`config.mk`:
```
export PLATFORM = sky130hd
export DESIGN_NAME = prd_ctrl
export DESIGN_NICKNAME = d
export VERILOG_FILES = /design/src/prd_pkg.sv /design/src/prd_ctrl.sv
export SDC_FILE = /design/constraint.sdc
export NUM_CORES = 1
export LEC_CHECK = 0
export BUFFER_PORTS_ARGS = -buffer_cell sky130_fd_sc_hd__buf_2
export CAP_MARGIN = 15
export CORE_AREA = 3 3 40 42
export DETAILED_ROUTE_END_ITERATION = 8
export DIE_AREA = 0 0 43 45
export SYNTH_ARGS = -nofsm -noshare
export SYNTH_HDL_FRONTEND = slang
export SYNTH_SLANG_ARGS = --single-unit
```
`constraint.sdc`:
```
create_clock -name i_clk -period 1.1 [get_ports i_clk]
set_input_delay 0.055 -clock i_clk [delete_from_list [all_inputs] [get_ports i_clk]]
set_output_delay 0.055 -clock i_clk [all_outputs]
set_load 0.005 [all_outputs]
```
`src/prd_pkg.sv`:
```
// Shared types and constants of the palette run-length pixel decoder.
`timescale 1ns / 1ps

package prd_pkg;

    localparam int IDX_W      = 8;
    localparam int COLOR_W    = 32;
    localparam int BYTE_W     = 8;
    localparam int OP_W       = 2;
    localparam int MODE_W     = 3;
    localparam int SIDE_IN_W  = 12;
    localparam int POS_OUT_W  = 22;
    localparam int CNT_W      = 2;
    localparam int RUN_W      = 7;
    localparam int CFG_IDX_W  = 2;
    localparam int CFG_DATA_W = 12;

    localparam int PIXELS_PER_RESULT = 2;
    localparam int GROUP             = (PIXELS_PER_RESULT >= 2) ? 2 : 1;
    localparam int RESULT_LIMIT      = 64;

    localparam logic [OP_W-1:0] OP_DATA    = 2'd0;
    localparam logic [OP_W-1:0] OP_PALETTE = 2'd1;
    localparam logic [OP_W-1:0] OP_FRAME   = 2'd2;

    localparam logic [MODE_W-1:0] MODE_1BIT    = 3'd0;
    localparam logic [MODE_W-1:0] MODE_2BIT    = 3'd1;
    localparam logic [MODE_W-1:0] MODE_4BIT    = 3'd2;
    localparam logic [MODE_W-1:0] MODE_BYTE    = 3'd3;
    localparam logic [MODE_W-1:0] MODE_LIT_RLE = 3'd4;
    localparam logic [MODE_W-1:0] MODE_RUN_RLE = 3'd5;

    localparam logic [CFG_IDX_W-1:0] REG_MODE   = 2'd0;
    localparam logic [CFG_IDX_W-1:0] REG_WIDTH  = 2'd1;
    localparam logic [CFG_IDX_W-1:0] REG_HEIGHT = 2'd2;

    typedef struct packed {
        logic load;
        logic exec;
        logic issue;
    } t_cmd;

    typedef struct packed {
        logic has_results;
        logic issue_ok;
        logic last_issue;
    } t_status;

endpackage

```
`src/prd_ctrl.sv`:
```
// Controller: sequences accept, execute and result issue for each input word.
`timescale 1ns / 1ps

module prd_ctrl import prd_pkg::*; (
    input  logic    i_clk,
    input  logic    i_rst_n,
    input  logic    i_in_valid,
    input  logic    i_cfg_we,
    output logic    o_in_ready,
    input  t_status i_status,
    output t_cmd    o_cmd
);

    typedef enum logic [1:0] {
        S_IDLE,
        S_EXEC,
        S_STREAM
    } t_state;

    t_state r_state;
    t_state n_state;

    // hold off a word in a cycle that writes configuration
    assign o_in_ready = (r_state == S_IDLE) && !i_cfg_we;

    always_comb begin
        n_state     = r_state;
        o_cmd.load  = 1'b0;
        o_cmd.exec  = 1'b0;
        o_cmd.issue = 1'b0;
        unique case (r_state)
            S_IDLE: begin
                o_cmd.load = i_in_valid && o_in_ready;
                if (o_cmd.load) begin
                    n_state = S_EXEC;
                end
            end
            S_EXEC: begin
                o_cmd.exec = 1'b1;
                n_state    = i_status.has_results ? S_STREAM : S_IDLE;
            end
            S_STREAM: begin
                o_cmd.issue = i_status.issue_ok;
                if (i_status.issue_ok && i_status.last_issue) begin
                    n_state = S_IDLE;
                end
            end
        endcase
    end

    always_ff @(posedge i_clk) begin
        if (!i_rst_n) begin
            r_state <= S_IDLE;
        end else begin
            r_state <= n_state;
        end
    end

endmodule

```
==> impl_results.md, run 1 <==
* Via/cell ratio at 3.70
* Horiz. Die Dim at 43 microns
* Synth top area share at 0.218
* Leakage at 0.166 nW
* Core footprint at 1280 sq um
* Clock Skew at 0.00244 ns
* Depth of the CTS H-tree at 1
* Status: finished, violations left
* # fillers at 148
* Crit Path Max Fanout at 2
* Final Wtd Congestion at 0.698
* CP Capture Type: output port
* Max Freq at 838 MHz
* Reg area at 42.5 sq um
* CP max stage cell: dfxtp_2
* Avg Cell Area, Syn at 9.68 sq um
* Dpl ws at -0.00382 ns
* Initial Util at 0.143
* Crit share post-route at 1.09
* Count of pins over their slew limit at 0
* Root Driver: clkbuf_4
* Antenna violations before repair at 0
* Max clock buf depth at 2
* Vias in the first global route at 182
* Worst hold stages at 3
* IO buf count at 10
* Residual DRC count at 0
* Final Instance Area at 315 sq um
* Worst Setup SP: r_state[1]$_SDFFE_PN0P_
* Tmin final at 1.19 ns
* Reg-to-reg startpoint: r_state[1]$_SDFFE_PN0P_
* Cell taking the most area after synthesis: dfxtp_1
* EDFF count, synth at 0
* Top reg by flops: r_state
* Clk pin slew, worst setup/hold paths at 0.03 ns
* Max Cap Violations at 0
* Die area at 1940 sq um
* Vias at 185
* Synth area leaders: dfxtp_1 (22%), ha_1 (20%), a22oi_4 (12%)
* Setup tns final at -0.177 ns
* Yosys reg bits at 2
* Cells after Synth at 19
* Slack of the critical path at -0.0939 ns
* Layout cells sized above 1 at 0.686
* Crit path kind: reg2out
* PD cells at 1420 nW/um^2
* Max reg flops at 2
* Relative slew slack at 0.909
* First-pass GRT wire length at 703 microns
* Die height at 45 microns
* Final non-filler cell total at 50
* Drt total wl at 443 microns
* Post-synth top cells: ha_1 (3), nand2_1 (3)
* RSZ-0062 raised after global routing: yes
* Ys flop type: dfxtp_1
* Area delta synth->final at 71.4%
* Placed cell count at 45
* Worst slew pin tran at 0.132 ns
* FF-to-FF path depth at 5
* CTS Buf Count at 3
* I/O Pins at 11
* Post-DR wirelength/cell at 8.86 microns
* Worst skew pair latency at 0.22 ns
* Biggest regs: r_state: 2 flops
* Area of the mapped netlist at 184 sq um
* TritonCTS clock tree: done
* Antenna-violating nets left at 0
* # nets final at 47
* Post-synthesis sequential area ratio at 0.218
* Min-delay src: i_rst_n
* Crit path cell chain: inv_2 > ha_4 > and2b_1 > and2_1 > buf_2
* Critical Path RT at 1.04 ns
* Critical Path Stages at 5
* Family with the most delay on the worst path: flip-flops
* Max incr delay on CP at 0.32 ns
* First drt pass iteration count at 2
* Syn Nets at 29
* Final hold violations at 0
* Worst Path Arrival at 1.14 ns
* Yosys cell types at 11
* Area of the multi-input gates at 151 sq um
* Hold Path Class: in2reg
* Row count at 13
* Total global-route track usage at 0.0574
* Post-DP Area at 260 sq um
* CTS hold repair buffers at 0
* Startpoint types: flop
* First DRT Iteration DRCs at 1
* Final setup fails at 4
* Max VDD drop at 0.334 mV
* Clock sinks at 2
* Failing checks: negative setup slack
* Asr flop ratio synth at 0
* Global route overflow at 0
* Largest net degree at the start of global routing at 5
* WP buf/inv at 2
* Antenna cell count at 0
* Yosys warnings at 0
## kinds of logic (layout without fill, tap and decap cells)
kind of cell    count (synthesis)  count (layout)  synth area share
buf+inv                         2              18            0.0408
flops                           2               2             0.218
mux                             2               2             0.109
simple gates                    9               9             0.313
compound gates                  1               1             0.116
fa+ha+maj                       3               3             0.204
## repair_timing
action | 4_1_cts | 5_1_grt
cloned | 0 | 0
buffers inserted | 2 | 0
gates resized for setup | 7 | 0
pin swaps | 2 | 0
endpoints found under the setup margin | 4 | 5
## tightest hold or removal path, cell delays in order
cell,delay [ns]
buf_2,0.12
nand2_1,0.06
mux2i_1,0.06
## layer usage
| layer | share of wire | vias to the layer above | wire [microns] | track usage |
|---|---|---|---|---|
| li1 | - | 94 | - | - |
| met3 | 0.11 | 0 | 50 | 0.0279 |
| met2 | 0.60 | 8 | 267 | 0.105 |
| met1 | 0.28 | 83 | 125 | 0.0360 |
| met4 | 0 | 0 | 0 | 0.0723 |
| met5 | 0 | - | 0 | 0 |
## cell usage in the layout (no fill, tap or decap)
master,synthesis,routed
buf_2,0,10
nand2_1,3,3
clkbuf_4,0,3
buf_4,0,3
inv_2,0,2
and2_1,2,2
mux2i_1,2,2
dfxtp_2,0,2
and2b_1,1,1
nand2b_1,1,1
nand2b_4,1,1
a22oi_4,1,1
nand4_1,1,1
ha_4,0,1
ha_2,0,1
ha_1,3,1
## metrics by stage
step                total power [W]  hold WS (ns)  utilization
floorplan                  0.000191         0.201            -
global placement           0.000249         0.356        0.203
detailed placement         0.000252         0.356        0.203
CTS                        0.000457         0.108        0.245
global route               0.000496         0.124        0.245
finish                     0.000449         0.115        0.245
## power breakdown
group	total, W	leakage [nW]	internal, W	switching (W)
clock network	0.000159	0.0138	0.000120	0.0000390
logic	0.000196	0.135	0.000116	0.0000798
registers	0.0000944	0.0172	0.0000869	0.00000749
## final timing paths
kind	to	slack (ns)
worst max-delay path	o_cmd[2]	-0.09
worst min-delay path	r_state[1]$_SDFFE_PN0P_	0.11
worst max register to register	r_state[0]$_SDFFE_PN0P_	-0.03
worst min register to register	r_state[1]$_SDFFE_PN0P_	0.59
## cell type report
| cell class | instances | area share |
|---|---|---|
| Clock buffer | 3 | 0.0714 |
| Inverter | 2 | 0.0238 |
| Multi-Input combinational cell | 15 | 0.480 |
| Sequential cell | 2 | 0.135 |
| Tap cell | 15 | 0.0595 |
| Timing Repair Buffer | 13 | 0.230 |
No activity file was read; power rests on OpenSTA's default activity.
==> run 2: changes to the inputs <==
--- a/config.mk
+++ b/config.mk
@@ -10,4 +10,6 @@
 export CORE_AREA = 3 3 40 42
+export CTS_CLUSTER_DIAMETER = 120
 export DETAILED_ROUTE_END_ITERATION = 8
 export DIE_AREA = 0 0 43 45
+export RECOVER_POWER = 25
 export SYNTH_ARGS = -nofsm -noshare
==> constraint.sdc (replaced) <==
create_clock -name i_clk -period 1.1 [get_ports i_clk]
set_input_delay 0.11 -clock i_clk [delete_from_list [all_inputs] [get_ports i_clk]]
set_output_delay 0.11 -clock i_clk [all_outputs]
set_load 0.005 [all_outputs]
==> run 2 against run 1 <==
The flow still finishes with violations (negative setup slack). Sequential share of layout area fell by 1.1 points. Non-clock buffer count rose by 1. Clock power barely moved. Die area did not move. Register-to-register slack improved by 0.03 ns. Utilization rose by 2.1 points. First-iteration DRC count fell by 100%. Sequential power barely moved. Final cell count rose by 2.0%. Hold slack improved by 0.058 ns. Global-route usage rose by 0.17 points. Highest routed layer unchanged.
==> impl_results.md, run 2 (synthesis results as in run 1) <==
* Antenna cell count at 0
* WL met3 at 39 microns
* Status: finished, violations left
* Met2 WL at 266 microns
* Final core occ at 0.267
* Total global-route track usage at 0.0590
* # nets final at 48
* Largest net degree at the start of global routing at 5
* Top reg by flops: r_state
* CP max stage cell: dfxtp_2
* Slack of the critical path at -0.140 ns
* TritonCTS clock tree: done
* Tmin final at 1.24 ns
* Final Wtd Congestion at 0.651
* Crit share post-route at 1.13
* FF-to-FF setup slack at 0 ns
* Depth of the CTS H-tree at 1
* Min-delay src: i_status[2]
* Max reg flops at 2
* Post-DP Area at 275 sq um
* I/O Pins at 11
* Family with the most delay on the worst path: flip-flops
* FF-to-FF End: r_state[1]$_SDFFE_PN0P_
* Commonest non-fill, non-tap cell in the layout: buf_2
* Horiz. Die Dim at 43 microns
* Root Driver: clkbuf_4
* Die area at 1940 sq um
* Max Freq at 806 MHz
* Worst min-delay path endpoint: r_state[1]$_SDFFE_PN0P_
* Layout cells sized above 1 at 0.694
* Startpoint types: flop
* Most frequent cells in the layout: buf_2 (9), nand2_1 (3), clkbuf_4 (3), buf_4 (3)
* Worst Path Arrival at 1.13 ns
* Max Cap Violations at 0
* Failing checks: negative setup slack
* Post-DR wirelength/cell at 8.65 microns
* Vias at 188
* HPWL after DPL at 305 microns
* Crit path cell chain: inv_2 > ha_4 > and2b_1 > and2_1 > buf_2
* WP buf/inv at 2
* First DRT Iteration DRCs at 0
* PD cells at 1390 nW/um^2
* Hold Path Class: in2reg
* Met1 Routed Length at 136 microns
* Clk network pwr share at 0.331
* Psw at 0.000134 W
* Leakage at 0.176 nW
* CP Capture Type: output port
* Reg-to-reg startpoint: r_state[1]$_SDFFE_PN0P_
* RSZ-0062 raised after global routing: yes
* Crit Path Max Fanout at 2
* Switching Fraction at 0.281
* Initial Util at 0.143
* Clock sinks at 2
* Logic gate share of total power at 0.471
* First drt pass iteration count at 1
* Worst hold stages at 3
* Final hold violations at 0
* Residual DRC count at 0
* Worst skew pair latency at 0.22 ns
* Top layer in use: met3
* Max clock buf depth at 2
* Max VDD drop at 0.290 mV
* Clk pin slew, worst setup/hold paths at 0.03 ns
* Via/cell ratio at 3.69
* Crit path kind: reg2out
* Row count at 13
* Vias in the first global route at 179
* IO buf count at 10
* Max incr delay on CP at 0.32 ns
* Global route overflow at 0
* Clock Skew at 0.000977 ns
* Biggest regs: r_state: 2 flops
* FF-to-FF path depth at 4
* Area delta synth->final at 86.4%
* Core footprint at 1280 sq um
* Final Instance Area at 343 sq um
* Count of pins over their slew limit at 0
* Worst slew pin tran at 0.161 ns
* Drt total wl at 441 microns
* Relative slew slack at 0.893
* Internal Pwr Total at 0.000343 W
* First-pass GRT wire length at 738 microns
* Reg power frac at 0.198
* CTS Buf Count at 3
* Antenna-violating nets left at 0
* Die height at 45 microns
* Final setup fails at 4
* Antenna violations before repair at 0
* Critical Path RT at 0.99 ns
==> run 2: cell count changes in the layout (fill, tap and decap cells not counted), sizes merged <==
cell  delta
buf      +1
==> run 2: worst max-delay path by stage <==
stage,slack (ns),end,startpoint,cells past startpoint
global placement,-0.04,o_cmd[2],r_state[0]$_SDFFE_PN0P_,5
finish,-0.14,o_cmd[2],r_state[0]$_SDFFE_PN0P_,5
global route,-0.21,o_cmd[2],r_state[0]$_SDFFE_PN0P_,5
CTS,-0.16,o_cmd[2],r_state[0]$_SDFFE_PN0P_,5
detailed placement,-0.05,o_cmd[2],r_state[0]$_SDFFE_PN0P_,5
floorplan,0.05,o_cmd[2],r_state[0]$_SDFFE_PN0P_,4
==> run 2: stage by stage <==
stage,worst slack [ns],TNS [ns],hold slack (ns),cells,total power (W)
after global routing,-0.206,-0.619,0.189,51,0.000525
after global placement,-0.0389,-0.0389,0.406,47,0.000251
after CTS,-0.165,-0.402,0.168,50,0.000470
final,-0.140,-0.300,0.172,51,0.000478
after floorplan,0.0456,0,0.256,19,0.000191
after detailed placement,-0.0490,-0.0495,0.413,47,0.000251
==> run 2: cell type report <==
type,instances,area [sq um]
clock buffers,3,22.5
repair buffers,14,90.1
inverters,2,7.51
flip-flops and latches,2,42.5
fillers,142,942
well taps,15,18.8
multi-input cells,15,161
==> run 2: power groups by stage <==
stage / sequential, W / combinational, W / clock, W
after floorplan: 0.0000920 / 0.0000993 / 0
after global placement: 0.0000910 / 0.000160 / 0
after detailed placement: 0.0000916 / 0.000159 / 0
after CTS: 0.0000949 / 0.000205 / 0.000170
after global routing: 0.0000960 / 0.000248 / 0.000180
final: 0.0000947 / 0.000225 / 0.000158
==> run 2: routing by layer <==
layer | global-route usage | vias to the layer above
met2 | 0.105 | 8
met5 | 0 | -
li1 | - | 97
met4 | 0.0723 | 0
met3 | 0.0279 | 0
met1 | 0.0408 | 83
==> run 2: what timing repair did <==
item | 4_1_cts | 5_1_grt
endpoints found under the hold margin | 0 | 0
buffers inserted | 1 | 2
endpoints found under the setup margin | 5 | 6
gates cloned | 0 | 0
pin swaps | 3 | 2
hold buffers | 0 | 0
gates resized for setup | 9 | 1
==> run 2: worst register-to-register path, cell delays in order (launching register included) <==
cell     delay (ns)
dfxtp_2        0.31
buf_4          0.13
ha_1           0.21
a22oi_4        0.18
mux2i_1        0.20
